$ cat src/design/eldf_pkg.sv
// shared types, register indexes and arithmetic helpers for the edge line deblocking filter
package eldf_pkg;

   localparam int unsigned PIX_W   = 8;
   localparam int unsigned BS_W    = 3;
   localparam int unsigned TC0_W   = 5;
   localparam int unsigned CSR_A_W = 3;
   localparam int unsigned CSR_D_W = 8;

   localparam logic [CSR_A_W-1:0] CSR_ALPHA     = 3'd0;
   localparam logic [CSR_A_W-1:0] CSR_BETA      = 3'd1;
   localparam logic [CSR_A_W-1:0] CSR_TC0_ONE   = 3'd2;
   localparam logic [CSR_A_W-1:0] CSR_TC0_TWO   = 3'd3;
   localparam logic [CSR_A_W-1:0] CSR_TC0_THREE = 3'd4;

   localparam logic [BS_W-1:0] BS_NONE   = 3'd0;
   localparam logic [BS_W-1:0] BS_ONE    = 3'd1;
   localparam logic [BS_W-1:0] BS_TWO    = 3'd2;
   localparam logic [BS_W-1:0] BS_THREE  = 3'd3;
   localparam logic [BS_W-1:0] BS_STRONG = 3'd4;

   typedef struct packed {
      logic [PIX_W-1:0] alpha;
      logic [PIX_W-1:0] beta;
      logic [TC0_W-1:0] tc0_one;
      logic [TC0_W-1:0] tc0_two;
      logic [TC0_W-1:0] tc0_three;
   } cfg_type;

   typedef struct packed {
      logic [BS_W-1:0]  bs;
      logic             chroma;
      logic [PIX_W-1:0] p3;
      logic [PIX_W-1:0] p2;
      logic [PIX_W-1:0] p1;
      logic [PIX_W-1:0] p0;
      logic [PIX_W-1:0] q0;
      logic [PIX_W-1:0] q1;
      logic [PIX_W-1:0] q2;
      logic [PIX_W-1:0] q3;
   } line_type;

   typedef struct packed {
      logic [PIX_W-1:0] p2;
      logic [PIX_W-1:0] p1;
      logic [PIX_W-1:0] p0;
      logic [PIX_W-1:0] q0;
      logic [PIX_W-1:0] q1;
      logic [PIX_W-1:0] q2;
      logic             filtered;
   } result_type;

   function automatic logic [PIX_W-1:0] abs_diff(input logic [PIX_W-1:0] a,
                                                input logic [PIX_W-1:0] b);
      if (a > b) begin
         return a - b;
      end
      return b - a;
   endfunction

   // zero extension into the signed working width of the normal filter
   function automatic logic signed [11:0] sx12(input logic [PIX_W-1:0] v);
      return signed'({4'b0000, v});
   endfunction

   // zero extension into the unsigned width of the strong filter sums
   function automatic logic [10:0] zx11(input logic [PIX_W-1:0] v);
      return {3'b000, v};
   endfunction

   function automatic logic signed [11:0] clip_sym(input logic signed [11:0] x,
                                                   input logic [5:0]         b);
      logic signed [11:0] bnd;
      bnd = signed'({6'b000000, b});
      if (x > bnd) begin
         return bnd;
      end
      if (x < -bnd) begin
         return -bnd;
      end
      return x;
   endfunction

   function automatic logic [PIX_W-1:0] clamp_pix(input logic signed [11:0] x);
      if (x < 12'sd0) begin
         return '0;
      end
      if (x > 12'sd255) begin
         return 8'd255;
      end
      return x[PIX_W-1:0];
   endfunction

endpackage

$ cat src/design/eldf_csr.sv
// configuration registers: thresholds and clipping bounds
module eldf_csr (
   input  logic                           clock,
   input  logic                           reset,
   input  logic                           wr_en,
   input  logic [eldf_pkg::CSR_A_W-1:0]   wr_index,
   input  logic [eldf_pkg::CSR_D_W-1:0]   wr_data,
   output eldf_pkg::cfg_type              cfg
);
   import eldf_pkg::*;

   cfg_type cfg_ff;
   cfg_type cfg_in;

   always_comb begin
      cfg_in = cfg_ff;
      if (wr_en) begin
         unique case (wr_index)
            CSR_ALPHA:     cfg_in.alpha     = wr_data;
            CSR_BETA:      cfg_in.beta      = wr_data;
            CSR_TC0_ONE:   cfg_in.tc0_one   = wr_data[TC0_W-1:0];
            CSR_TC0_TWO:   cfg_in.tc0_two   = wr_data[TC0_W-1:0];
            CSR_TC0_THREE: cfg_in.tc0_three = wr_data[TC0_W-1:0];
            // indexes past the last register are dropped
            default:       cfg_in = cfg_ff;
         endcase
      end
   end

   always_ff @(posedge clock) begin
      if (reset) begin
         cfg_ff <= '0;
      end else begin
         cfg_ff <= cfg_in;
      end
   end

   assign cfg = cfg_ff;

endmodule

$ cat src/design/eldf_core.sv
// edge test, normal and strong filters for one pixel line
module eldf_core (
   input  eldf_pkg::cfg_type    cfg,
   input  eldf_pkg::line_type   line,
   output eldf_pkg::result_type result
);
   import eldf_pkg::*;

   logic [PIX_W-1:0]   ad_p0q0, ad_p1p0, ad_q1q0, ad_p2p0, ad_q2q0;
   logic               pass, ap, aq, small_step, strong_p, strong_q;
   logic [TC0_W-1:0]   tc0;
   logic [5:0]         tc;
   logic [8:0]         avg_sum;
   logic [PIX_W-1:0]   avg;
   logic signed [11:0] p1_raw, q1_raw, p1_corr, q1_corr, d_raw, delta;
   logic [PIX_W-1:0]   np1_norm, nq1_norm, np0_norm, nq0_norm;
   logic [10:0]        s_p, s_q, sp0, sp1, sp2, sq0, sq1, sq2, wp0, wq0;
   logic [7:0]         small_lim;

   always_comb begin
      ad_p0q0 = abs_diff(line.p0, line.q0);
      ad_p1p0 = abs_diff(line.p1, line.p0);
      ad_q1q0 = abs_diff(line.q1, line.q0);
      ad_p2p0 = abs_diff(line.p2, line.p0);
      ad_q2q0 = abs_diff(line.q2, line.q0);
      pass = (line.bs != BS_NONE) && (ad_p0q0 < cfg.alpha) &&
             (ad_p1p0 < cfg.beta) && (ad_q1q0 < cfg.beta);
      ap = ad_p2p0 < cfg.beta;
      aq = ad_q2q0 < cfg.beta;

      unique case (line.bs)
         BS_ONE:   tc0 = cfg.tc0_one;
         BS_TWO:   tc0 = cfg.tc0_two;
         BS_THREE: tc0 = cfg.tc0_three;
         default:  tc0 = '0;
      endcase

      // normal filter
      avg_sum = {1'b0, line.p0} + {1'b0, line.q0} + 9'd1;
      avg     = avg_sum[8:1];
      p1_raw  = sx12(line.p2) + sx12(avg) - (sx12(line.p1) <<< 1);
      q1_raw  = sx12(line.q2) + sx12(avg) - (sx12(line.q1) <<< 1);
      p1_corr = clip_sym(p1_raw >>> 1, {1'b0, tc0});
      q1_corr = clip_sym(q1_raw >>> 1, {1'b0, tc0});
      np1_norm = clamp_pix(sx12(line.p1) + p1_corr);
      nq1_norm = clamp_pix(sx12(line.q1) + q1_corr);

      if (line.chroma) begin
         tc = {1'b0, tc0} + 6'd1;
      end else begin
         tc = {1'b0, tc0} + {5'd0, ap} + {5'd0, aq};
      end
      d_raw = ((sx12(line.q0) - sx12(line.p0)) <<< 2) + sx12(line.p1) - sx12(line.q1)
              + 12'sd4;
      delta = clip_sym(d_raw >>> 3, tc);
      np0_norm = clamp_pix(sx12(line.p0) + delta);
      nq0_norm = clamp_pix(sx12(line.q0) - delta);

      // strong filter
      small_lim  = {2'b00, cfg.alpha[7:2]} + 8'd2;
      small_step = ad_p0q0 < small_lim;
      strong_p   = !line.chroma && small_step && ap;
      strong_q   = !line.chroma && small_step && aq;
      s_p = zx11(line.p1) + zx11(line.p0) + zx11(line.q0);
      s_q = zx11(line.p0) + zx11(line.q0) + zx11(line.q1);
      sp0 = (zx11(line.p2) + (s_p << 1) + zx11(line.q1) + 11'd4) >> 3;
      sp1 = (zx11(line.p2) + s_p + 11'd2) >> 2;
      sp2 = ((zx11(line.p3) << 1) + zx11(line.p2) + (zx11(line.p2) << 1) + s_p + 11'd4) >> 3;
      sq0 = (zx11(line.p1) + (s_q << 1) + zx11(line.q2) + 11'd4) >> 3;
      sq1 = (s_q + zx11(line.q2) + 11'd2) >> 2;
      sq2 = ((zx11(line.q3) << 1) + zx11(line.q2) + (zx11(line.q2) << 1) + s_q + 11'd4) >> 3;
      wp0 = ((zx11(line.p1) << 1) + zx11(line.p0) + zx11(line.q1) + 11'd2) >> 2;
      wq0 = ((zx11(line.q1) << 1) + zx11(line.q0) + zx11(line.p1) + 11'd2) >> 2;

      result.p2       = line.p2;
      result.p1       = line.p1;
      result.p0       = line.p0;
      result.q0       = line.q0;
      result.q1       = line.q1;
      result.q2       = line.q2;
      result.filtered = pass;

      if (pass) begin
         if (line.bs < BS_STRONG) begin
            result.p0 = np0_norm;
            result.q0 = nq0_norm;
            if (!line.chroma && ap) begin
               result.p1 = np1_norm;
            end
            if (!line.chroma && aq) begin
               result.q1 = nq1_norm;
            end
         end else begin
            if (strong_p) begin
               result.p0 = sp0[PIX_W-1:0];
               result.p1 = sp1[PIX_W-1:0];
               result.p2 = sp2[PIX_W-1:0];
            end else begin
               result.p0 = wp0[PIX_W-1:0];
            end
            if (strong_q) begin
               result.q0 = sq0[PIX_W-1:0];
               result.q1 = sq1[PIX_W-1:0];
               result.q2 = sq2[PIX_W-1:0];
            end else begin
               result.q0 = wq0[PIX_W-1:0];
            end
         end
      end
   end

endmodule

$ cat src/design/edge_line_deblock_filter_unit.sv
// edge line deblocking filter: input register, filter logic, result register
//
// One word on the req_ channel is one line of eight pixels p3..p0 | q0..q3 across
// a block edge, with its boundary strength and luma/chroma flag. Each accepted
// word gives exactly one word on the rsp_ channel: the six inner pixels after
// filtering and line_filtered, which is high when the edge test passed.
// A word is taken when valid is high and stall is low on that channel.
// A word accepted into the input register moves into the result register when the
// output is free and is then shown on rsp_. Throughput is one word per cycle while
// rsp_stall is low: the filter is a single pass of logic between the input
// and result registers.
// When rsp_stall is high the result holds and one more word is taken into the
// input register; req_stall rises only while both registers are full.
// The csr_ channel writes alpha_limit (0), beta_limit (1) and the tc0 bounds for
// strengths 1, 2 and 3 (2..4); it is always ready, and writes to other indexes
// are dropped. Write it only while no word is in flight.
// Synchronous reset empties both registers and clears all csr registers to zero.
module edge_line_deblock_filter_unit (
   input  logic                          clock,
   input  logic                          reset,
   input  logic                          req_valid,
   output logic                          req_stall,
   input  logic [eldf_pkg::BS_W-1:0]     req_boundary_strength,
   input  logic                          req_chroma_mode,
   input  logic [eldf_pkg::PIX_W-1:0]    req_pix_p3,
   input  logic [eldf_pkg::PIX_W-1:0]    req_pix_p2,
   input  logic [eldf_pkg::PIX_W-1:0]    req_pix_p1,
   input  logic [eldf_pkg::PIX_W-1:0]    req_pix_p0,
   input  logic [eldf_pkg::PIX_W-1:0]    req_pix_q0,
   input  logic [eldf_pkg::PIX_W-1:0]    req_pix_q1,
   input  logic [eldf_pkg::PIX_W-1:0]    req_pix_q2,
   input  logic [eldf_pkg::PIX_W-1:0]    req_pix_q3,
   output logic                          rsp_valid,
   input  logic                          rsp_stall,
   output logic [eldf_pkg::PIX_W-1:0]    rsp_new_p2,
   output logic [eldf_pkg::PIX_W-1:0]    rsp_new_p1,
   output logic [eldf_pkg::PIX_W-1:0]    rsp_new_p0,
   output logic [eldf_pkg::PIX_W-1:0]    rsp_new_q0,
   output logic [eldf_pkg::PIX_W-1:0]    rsp_new_q1,
   output logic [eldf_pkg::PIX_W-1:0]    rsp_new_q2,
   output logic                          rsp_line_filtered,
   input  logic                          csr_valid,
   output logic                          csr_ready,
   input  logic [eldf_pkg::CSR_A_W-1:0]  csr_index,
   input  logic [eldf_pkg::CSR_D_W-1:0]  csr_data
);
   import eldf_pkg::*;

   cfg_type    cfg;
   line_type   line_ff, line_in;
   result_type res_ff, res_in;
   logic       in_valid_ff, in_valid_in;
   logic       out_valid_ff, out_valid_in;
   logic       out_ready, in_load;

   assign csr_ready = 1'b1;

   eldf_csr u_csr (
      .clock    (clock),
      .reset    (reset),
      .wr_en    (csr_valid && csr_ready),
      .wr_index (csr_index),
      .wr_data  (csr_data),
      .cfg      (cfg)
   );

   eldf_core u_core (
      .cfg    (cfg),
      .line   (line_ff),
      .result (res_in)
   );

   assign out_ready = !out_valid_ff || !rsp_stall;
   assign req_stall = in_valid_ff && !out_ready;
   assign in_load   = req_valid && !req_stall;

   always_comb begin
      line_in = '{bs: req_boundary_strength, chroma: req_chroma_mode,
                  p3: req_pix_p3, p2: req_pix_p2, p1: req_pix_p1, p0: req_pix_p0,
                  q0: req_pix_q0, q1: req_pix_q1, q2: req_pix_q2, q3: req_pix_q3};
      in_valid_in  = in_load || (in_valid_ff && !out_ready);
      out_valid_in = out_ready ? in_valid_ff : out_valid_ff;
   end

   always_ff @(posedge clock) begin
      if (reset) begin
         in_valid_ff  <= 1'b0;
         out_valid_ff <= 1'b0;
      end else begin
         in_valid_ff  <= in_valid_in;
         out_valid_ff <= out_valid_in;
      end
   end

   always_ff @(posedge clock) begin
      if (in_load) begin
         line_ff <= line_in;
      end
      if (out_ready && in_valid_ff) begin
         res_ff <= res_in;
      end
   end

   assign rsp_valid         = out_valid_ff;
   assign rsp_new_p2        = res_ff.p2;
   assign rsp_new_p1        = res_ff.p1;
   assign rsp_new_p0        = res_ff.p0;
   assign rsp_new_q0        = res_ff.q0;
   assign rsp_new_q1        = res_ff.q1;
   assign rsp_new_q2        = res_ff.q2;
   assign rsp_line_filtered = res_ff.filtered;

endmodule

$ cat config.mk
export PLATFORM = sky130hd
export DESIGN_NAME = edge_line_deblock_filter_unit
export DESIGN_NICKNAME = d
export VERILOG_FILES = /design/src/design/eldf_pkg.sv /design/src/design/eldf_csr.sv /design/src/design/eldf_core.sv /design/src/design/edge_line_deblock_filter_unit.sv
export SDC_FILE = /design/constraint.sdc
export NUM_CORES = 1
export LEC_CHECK = 0
export BUFFER_PORTS_ARGS = -buffer_cell sky130_fd_sc_hd__buf_2
export CORE_MARGIN = 4
export CORE_UTILIZATION = 56
export CTS_BUF_LIST = sky130_fd_sc_hd__clkbuf_8
export DETAILED_ROUTE_END_ITERATION = 6
export PLACE_DENSITY = 0.81
export SYNTH_ARGS = -nofsm -noshare
export SYNTH_HDL_FRONTEND = slang
export SYNTH_SLANG_ARGS = --single-unit
$ cat constraint.sdc
create_clock -name clock -period 14.7 [get_ports clock]
set_clock_uncertainty 0.1 [all_clocks]
set_input_delay 2.94 -clock clock [delete_from_list [all_inputs] [get_ports clock]]
set_output_delay 2.94 -clock clock [all_outputs]
set_load 0.02 [all_outputs]
After elaboration in Yosys (flattened, before gate mapping) --
Cells that the tools add are included.
Storage, ports and cells: output and inout bits 52, bits of input ports 84, register bits after elaboration 150
Cells by class: order comparisons 26, muxes and demuxes 76, equal/unequal tests 7, reduce and logical (&&, ||, !) cells 25, add/subtract/negate cells 58
Operators by type and width (number):
- two-way mux 8 bit | 32
- two-way mux 12 bit | 12
- subtractor 8 bit | 10
- adder 9 x 8 -> 10 bit | 6
- > comparator 12 x 9 -> 1 bit (second input constant) | 4
- less-than comparator 12 x 1 -> 1 bit (second input constant) | 4
- less-than comparator 8 bit | 6
- two-way mux 48 bit | 1
- adder 8 x 8 -> 9 bit | 5
- adder 11 x 3 -> 11 bit (second input constant) | 4
- adder 10 x 2 -> 10 bit (second input constant) | 4
- > comparator 8 bit | 5
- adder 9 x 12 -> 12 bit | 3
- two-way mux 16 bit | 2
- two-way mux 32 bit | 1
- adder 10 x 8 -> 10 bit | 3
- two-way mux 1 bit | 26
- less-than comparator 11 x 12 -> 1 bit | 2
- adder 11 bit | 2
- adder 11 x 8 -> 11 bit | 2
- adder 11 x 9 -> 11 bit | 2
- adder 8 x 11 -> 11 bit | 2
- > comparator 11 x 6 -> 1 bit | 2
- subtractor 9 x 9 -> 10 bit | 2
- 27 further kinds | 50

Logic depth before layout (Yosys ltp) --
Gate-level depths: netlist of the first run.
depth in word-level cells 21, gate-level depth with buffers 50, depth with buffers taken out 48

Hierarchy --
Synthesis of the first run repeated with hierarchy kept, for this count alone.
Second synthesis, totals: cells, all modules 2302, area total of the unflattened synthesis 21287.9 um^2
Modules (own cells, without submodules):
- eldf_core | times used 1, area each 16389.5 um^2, cells each 2056
- edge_line_deblock_filter_unit | times used 1, area each 3611.0 um^2, cells each 129
- eldf_csr | times used 1, area each 1287.5 um^2, cells each 117

Least setup slack after synthesis of the first run --
OpenSTA, ideal clock, no wires.
kind flip-flop to flip-flop, from register line_ff[33] (netlist name), to register res_ff, in the netlist rsp_new_p0[6] (data pin), stages on the path, launching flop included 41, arrival 9.713 ns, library setup time 0.259 ns, slack 4.628 ns, cells stage by stage edfxtp_1 inv_1 fa_1 a21o_1 a21oi_1 o22ai_1 o22a_1 clkbuf_1 mux2i_1 a221o_1 nand2_1 a21boi_0 o21ba_2 xnor2_1 ha_1 o41ai_1 fa_1 nand2b_1 [... 5 more ...] and3_1 nand3_1 a21oi_1 or2_2 clkbuf_1 clkbuf_1 a211oi_1 or2_2 fa_1 a21o_1 a21o_1 a21o_1 a21oi_1 o21bai_1 a21oi_1 mux2i_4 a21oi_1 a211o_1
RTL lines:
- start, declared | RTL line edge_line_deblock_filter_unit.sv:50 | line_type line_ff, line_in;
- start signal, assigned | RTL line edge_line_deblock_filter_unit.sv:97 | line_ff <= line_in;
- end signal, assigned | RTL line edge_line_deblock_filter_unit.sv:100 | res_ff <= res_in;
- end, declared | RTL line edge_line_deblock_filter_unit.sv:51 | result_type res_ff, res_in;

==> impl_metrics.json, run 1 <==
{
  "status": "complete, no violations",
  "gp_congestion": 1.03,
  "final_antenna_net_count": 0,
  "overflow": 0,
  "post-route-util_pct": 61.3,
  "clk_pin_slew_ns": 0.10,
  "required_ns": 14.94,
  "finalSetupViolCount": 0,
  "slew_viol_final": 0,
  "synth-edff-count": 117,
  "cts_setup_buffers": 0,
  "whs_ns": 0.360,
  "drt_wl_total_mm": 68.1,
  "grt_pass1_vias": 18100,
  "antenna_cells": 0,
  "p_per_area_nw_per_um2": 186,
  "cts-root-buf": "clkbuf_8",
  "finalCriticalPeriod_ns": 11.28,
  "cts_buffer_depth": 2,
  "dr.pass1.iters": 6,
  "htree_levels": 4,
  "hold_viol": 0,
  "avgRoutedWirePerCell_um": 23.7,
  "io_buffer_count": 134,
  "first_iter_violations": 1634,
  "place_area_um2": 22000,
  "die_h_um": 200,
  "end_kind": "flip-flop",
  "fmax_mhz": 88.7,
  "core_region_area_um2": 36500,
  "cts_tree": "done",
  "critPathArrivalTime_ns": 11.52,
  "dieArea_um2": 40200,
  "cts.sinks": 150,
  "grt_pass1_wl_mm": 104,
  "rows": 70,
  "drc": 0,
  "p_leak_nw": 10.3,
  "num_vias": 18100,
  "ys_seq_area_share_pct": 20.1,
  "synth_area_um2": 20700,
  "antenna_found_initial": 0,
  "io_pins": 136,
  "dp_hpwl_mm": 54.5,
  "ys_types": 93,
  "finalCritPeriodShare_pct": 76.7,
  "avgSynthCellArea_um2": 9.20,
  "initial_core_util_pct": 56.8,
  "cap_violations": 0,
  "nNetsFinal": 2957,
  "syn2layout_area_growth_pct": 8.08,
  "rsz0062_at_grt": "no",
  "clk-insertion-delay-late_ns": 0.52,
  "postLayoutCellArea_um2": 22400,
  "synth_ff_type": "edfxtp_1",
  "path_class": "flip-flop to flip-flop",
  "cts_inserted_buffers": 17,
  "cp_max_fo": 19,
  "irDropWorstVdd_mv": 0.106,
  "ctsHoldBuffers": 0,
  "async_reset_ff_share_pct": 0,
  "syn_inst": 2254,
  "tns_ns": 0,
  "cpPeakStageDelay_ns": 0.88,
  "cts.repair.resized": 0,
  "ys_seq_elements": 150,
  "synthesis.nets": 2822,
  "hold_class": "flip-flop to flip-flop",
  "tightest_slew_ns": 1.05,
  "slowest_stage": "edfxtp_1",
  "via_per_inst": 6.29,
  "die_width_um": 200,
  "start_kind": "flip-flop",
  "grtUsageTotal_pct": 33.3,
  "relSlewSlack_pct": 30.1,
  "ys_warn_count": 0,
  "drive_above_1_share_pct": 10.6,
  "grt_start_max_net_pins": 69
}
## layout make-up
class                           count  area, µm²
Multi-Input combinational cell   1820      15500
Fill cell                        3041      14100
Sequential cell                   150       4170
Inverter                          242        908
Timing Repair Buffer              158        851
Tap cell                          468        586
Clock buffer                       18        248
Clock inverter                     14        150
## power by group
part	internal (mW)	leakage (nW)	switching, mW
clock network	0.157	0.216	0.184
registers	0.484	1.39	0.0342
logic	1.39	8.69	1.93
total	2.03	10.3	2.15
## per-layer routing
metal	vias to the layer above	share of wire [%]	track usage, %
met5	-	0	0
met4	0	5.4	15.5
met3	231	9.9	8.53
met2	849	44	52.8
met1	8672	40	42.8
li1	8302	-	-
## stage by stage
step / power (mW) / std cells / setup slack [ns]
floorplan: 2.97 / 2254 / 4.63
global placement: 3.63 / 2838 / 3.93
detailed placement: 3.73 / 2838 / 3.63
CTS: 4.11 / 2870 / 3.59
global route: 4.55 / 2870 / 2.66
finish: 4.18 / 2870 / 3.42
## sequential cells by signal, indices dropped and copies added (netlist names)
name	flops
in_valid_ff	1
rsp_new_p2	8
rsp_new_p0	8
line_ff	68
rsp_line_filtered	1
rsp_valid	1
u_csr.cfg	31
rsp_new_q2	8
rsp_new_q0	8
rsp_new_p1	8
rsp_new_q1	8
## Yosys cell counts (all sizes together), types with 6 or more instances
master	n	share of area (%)
nor3	33	0.85
dfxtp	33	3.2
o22ai	13	0.39
o21bai	29	1.1
o221ai	6	0.25
a221o	18	0.87
o2111ai	6	0.25
a21boi	18	0.65
a32oi	6	0.47
nand4	18	0.54
a211o	10	0.42
buf	13	0.40
or3	7	0.21
a21o	59	2.1
and2	9	0.27
a211oi	25	0.91
a31oi	19	0.65
clkbuf	29	0.53
fa	107	10
o211ai	11	0.40
o31ai	7	0.25
a21oi	176	4.2
xnor2	108	4.6
edfxtp	117	17
inv	237	4.3
ha	377	23
or2	13	0.39
nor2	160	2.9
nand2b	35	1.1
o21ai	103	2.6
xor2	53	2.2
nand3	33	0.82
nor2b	45	1.4
mux2i	46	2.3
nand2	130	2.4
o21a	32	1.2
o22a	6	0.25
mux2	19	1.1
and3	7	0.21
## kinds of logic after synthesis
kind of cell / share of synthesized area, %
other: 0.0181
xor gates and xnor gates: 6.84
DFF: 20.1
buffers and inverters: 5.31
AOI/OAI and AO/OA: 19.1
adders and majority gates: 33.1
and+or+nand+nor: 12.1
muxes: 3.37
## worst max-delay path: cells and delay by family, from the launching register on
family                     cells  cell delay, ns
AOI/OAI and AO/OA             18            3.85
xor gates and xnor gates       2            0.36
DFF                            1            0.88
and+or+nand+nor               14            2.67
muxes                          2            0.52
adders and majority gates      6            2.01
buffers and inverters          3            0.68
## path summary, 6_finish.rpt
kind / cells after the start / slack [ns] / to / from
setup / recovery: 45 / 3.42 / rsp_new_q0[2] / line_ff[33]
hold / removal: 2 / 0.36 / u_csr.cfg[23] / u_csr.cfg[23]
setup reg to reg: 45 / 3.42 / rsp_new_q0[2] / line_ff[33]
hold reg to reg: 2 / 0.36 / u_csr.cfg[23] / u_csr.cfg[23]
## cells in the final DEF (no fill, tap or decap), types with 6 or more instances in the layout
cell and instances:
o21bai_1 29, or3_1 7, o22ai_1 13, nand2_1 130, a21boi_0 16, fa_1 107, nor3_1 31, a211o_1 10
o21a_1 31, xnor2_1 107, o21ai_0 100, nor2b_1 44, nand2b_1 35, clkbuf_8 18, o221ai_1 6, o211ai_1 11
nand3_1 32, buf_4 24, and2_1 9, nand4_1 18, o22a_1 6, o31ai_1 7, or2_2 13, and3_1 7
mux2_2 15, dfxtp_1 33, a31oi_1 18, ha_1 377, mux2i_1 45, inv_1 239, nor2_1 159, a21oi_1 176
buf_2 134, xor2_1 53, a21o_1 59, a211oi_1 25, edfxtp_1 117, a221o_1 18
No activity file was read; power rests on OpenSTA's default activity.
==> inputs of run 2 (changes only) <==
Settings changed: ABC_AREA from default to 1, PLACE_DENSITY 0.81 to 0.8.
Clock period 14.7 ns to 10.8 ns, I/O delays scaled along.
==> run 2 against run 1 <==
Net effect: core utilization is 0.34 points higher; register-to-register slack got worse by 2.5 ns; critical path type unchanged; sequential share of layout area decreased by 0.75 points; die area up 3.8%; highest routed layer unchanged; cell area up 4.2%; maximum frequency grew 14%.
==> impl_metrics.json, run 2 <==
{
  "status": "complete, no violations",
  "grtUsageTotal_pct": 34.5,
  "antenna_cells": 0,
  "irDropWorstVdd_mv": 0.138,
  "final_antenna_net_count": 0,
  "yosysTopAreaCell": "ha_1",
  "synth_area_um2": 21500,
  "die_width_um": 204,
  "finalNonFillerCells": 3496,
  "required_ns": 10.97,
  "cpPeakStageDelay_ns": 0.82,
  "initial_core_util_pct": 56.9,
  "avgSynthCellArea_um2": 7.62,
  "end_kind": "flip-flop",
  "ctsHoldBuffers": 0,
  "finalCritPeriodShare_pct": 91.2,
  "overflow": 0,
  "critPathBufInv": 5,
  "ys_warn_count": 0,
  "cts-root-buf": "clkbuf_8",
  "num_vias": 20300,
  "clockPowerShare_pct": 7.8,
  "critPathArrivalTime_ns": 10.03,
  "seqPwrFrac_pct": 11.9,
  "largest_reg_flops": 68,
  "clk_pin_slew_ns": 0.11,
  "relSlewSlack_pct": 27.9,
  "htree_levels": 4,
  "rows": 71,
  "path_delay_family": "compound AO/OA/AOI/OAI gates",
  "hold_viol": 0,
  "io_pins": 136,
  "cts_inserted_buffers": 17,
  "synthMuxAreaShare_pct": 0.470,
  "hold_class": "flip-flop to flip-flop",
  "drive_above_1_share_pct": 8.11,
  "grt_start_max_net_pins": 64,
  "syn_inst": 2826,
  "mostFrequentLayoutCell": "nand2_1",
  "p_int_mw": 2.59,
  "ys_seq_elements": 150,
  "drt_wl_total_mm": 72.4,
  "synthSimpleGateAreaFrac_pct": 18.5,
  "place_area_um2": 22900,
  "cts.repair.resized": 0,
  "placed_cells": 3464,
  "dieArea_um2": 41700,
  "nNetsFinal": 3540,
  "io_buffer_count": 134,
  "avgRoutedWirePerCell_um": 20.7,
  "synth_area_leaders": "ha_1 22%, edfxtp_1 16%, nand2_1 10%",
  "cp_max_fo": 11,
  "cp_common_cell": "nand2_1",
  "die_h_um": 204,
  "synth_top_area_share_pct": 21.9,
  "cts.sinks": 150,
  "cts_setup_buffers": 0,
  "cts_buffer_depth": 2,
  "core_region_area_um2": 37800,
  "rsz0062_at_grt": "no",
  "switchingPower_mw": 3.26,
  "synthXorXnorAreaFrac_pct": 6.22,
  "finalSetupViolCount": 0,
  "finalCriticalPeriod_ns": 9.85,
  "gp_congestion": 1.03,
  "synth-adder-area-share_pct": 31.8,
  "p_leak_nw": 12.1,
  "slew_viol_final": 0,
  "syn2layout_area_growth_pct": 8.35,
  "synthesis.nets": 3394,
  "via_per_inst": 5.80,
  "ys_top_cells_by_count": "591 x nand2_1, 458 x inv_1, 377 x ha_1",
  "ys_seq_area_share_pct": 19.4,
  "largest_register": "line_ff",
  "fmax_mhz": 101,
  "netSwitchingFraction_pct": 55.8,
  "postLayoutCellArea_um2": 23300,
  "start_kind": "flip-flop",
  "yosysMostFrequentCell": "nand2_1",
  "cap_violations": 0,
  "antenna_found_initial": 0,
  "dr.pass1.iters": 6,
  "grt_pass1_wl_mm": 111,
  "async_reset_ff_share_pct": 0,
  "synth_top_family_by_area": "adder cells",
  "path_class": "flip-flop to flip-flop",
  "synth-edff-count": 117,
  "drc": 0,
  "slowest_stage": "edfxtp_1",
  "grt_pass1_vias": 20000,
  "layout_common_cells": "591 x nand2_1, 457 x inv_1, 377 x ha_1, 274 x a21oi_1, 178 x nor2_1",
  "power_frac_comb_pct": 80.3,
  "p_per_area_nw_per_um2": 251,
  "first_iter_violations": 1916,
  "clk-insertion-delay-late_ns": 0.52,
  "tightest_slew_ns": 1.08,
  "ys_types": 51,
  "tns_ns": 0,
  "dp_hpwl_mm": 57.6,
  "cts_tree": "done",
  "synth_ff_type": "edfxtp_1",
  "p_total_mw": 5.85,
  "synth-compound-area-share_pct": 14.5
}
run 2: cells by family after synthesis:
logic type	after synthesis
compound gates	561
simple gates	956
buf+inv	511
flops	150
fa+ha+maj	484
xor+xnor	153
other cells	1
mux	10
run 2: final timing paths:
path / startpoint / to / slack (ns) / cells past startpoint
setup / recovery: line_ff[27] / rsp_new_q0[1] / 0.95 / 47
hold / removal: u_csr.cfg[12] / u_csr.cfg[12] / 0.37 / 2
setup reg to reg: line_ff[27] / rsp_new_q0[1] / 0.95 / 47
hold reg to reg: u_csr.cfg[12] / u_csr.cfg[12] / 0.37 / 2
run 2: metal layers:
metal  GRT usage (%)  share of wire, %  vias to the layer above
met1            43.3                40                     9368
met5           0.238                 0                        -
met4            19.1               6.5                        0
li1                -                 -                     9674
met3            7.32               9.3                      278
met2            55.7                45                      960
run 2: worst reg2reg max path: cells and delay by family (launching register included):
family | cells | cell delay, ns
buffers and inverters | 5 | 0.50
AOI/OAI and AO/OA | 14 | 2.81
muxes | 1 | 0.32
and+or+nand+nor | 18 | 2.38
DFF | 1 | 0.82
adders and majority gates | 8 | 2.49
xor gates and xnor gates | 1 | 0.16
run 2: power by group through the flow:
stage          logic, mW  registers [mW]  clock network, mW
2_1_floorplan       3.47           0.722                  0
3_3_place_gp        4.38           0.709                  0
3_5_place_dp        4.54           0.710                  0
4_1_cts             4.59           0.697              0.462
5_1_grt             5.30           0.700              0.487
6_report            4.69           0.698              0.455
run 2: final cells by class:
class | count | area, µm²
repair buffers | 172 | 956
flip-flops and latches | 150 | 4170
clock buffers | 17 | 234
fillers | 3449 | 14500
inverters | 466 | 1750
clock inverters | 15 | 166
multi-input cells | 2165 | 15400
well taps | 511 | 639
run 2: through the flow:
stage | setup WS [ns] | util (%) | hold slack, ns
floorplan | 2.45 | - | 0.338
finish | 0.947 | 61.7 | 0.369
global placement | 1.53 | 60.6 | 0.354
CTS | 1.12 | 61.7 | 0.372
global route | 0.0755 | 61.7 | 0.387
detailed placement | 1.19 | 60.6 | 0.360
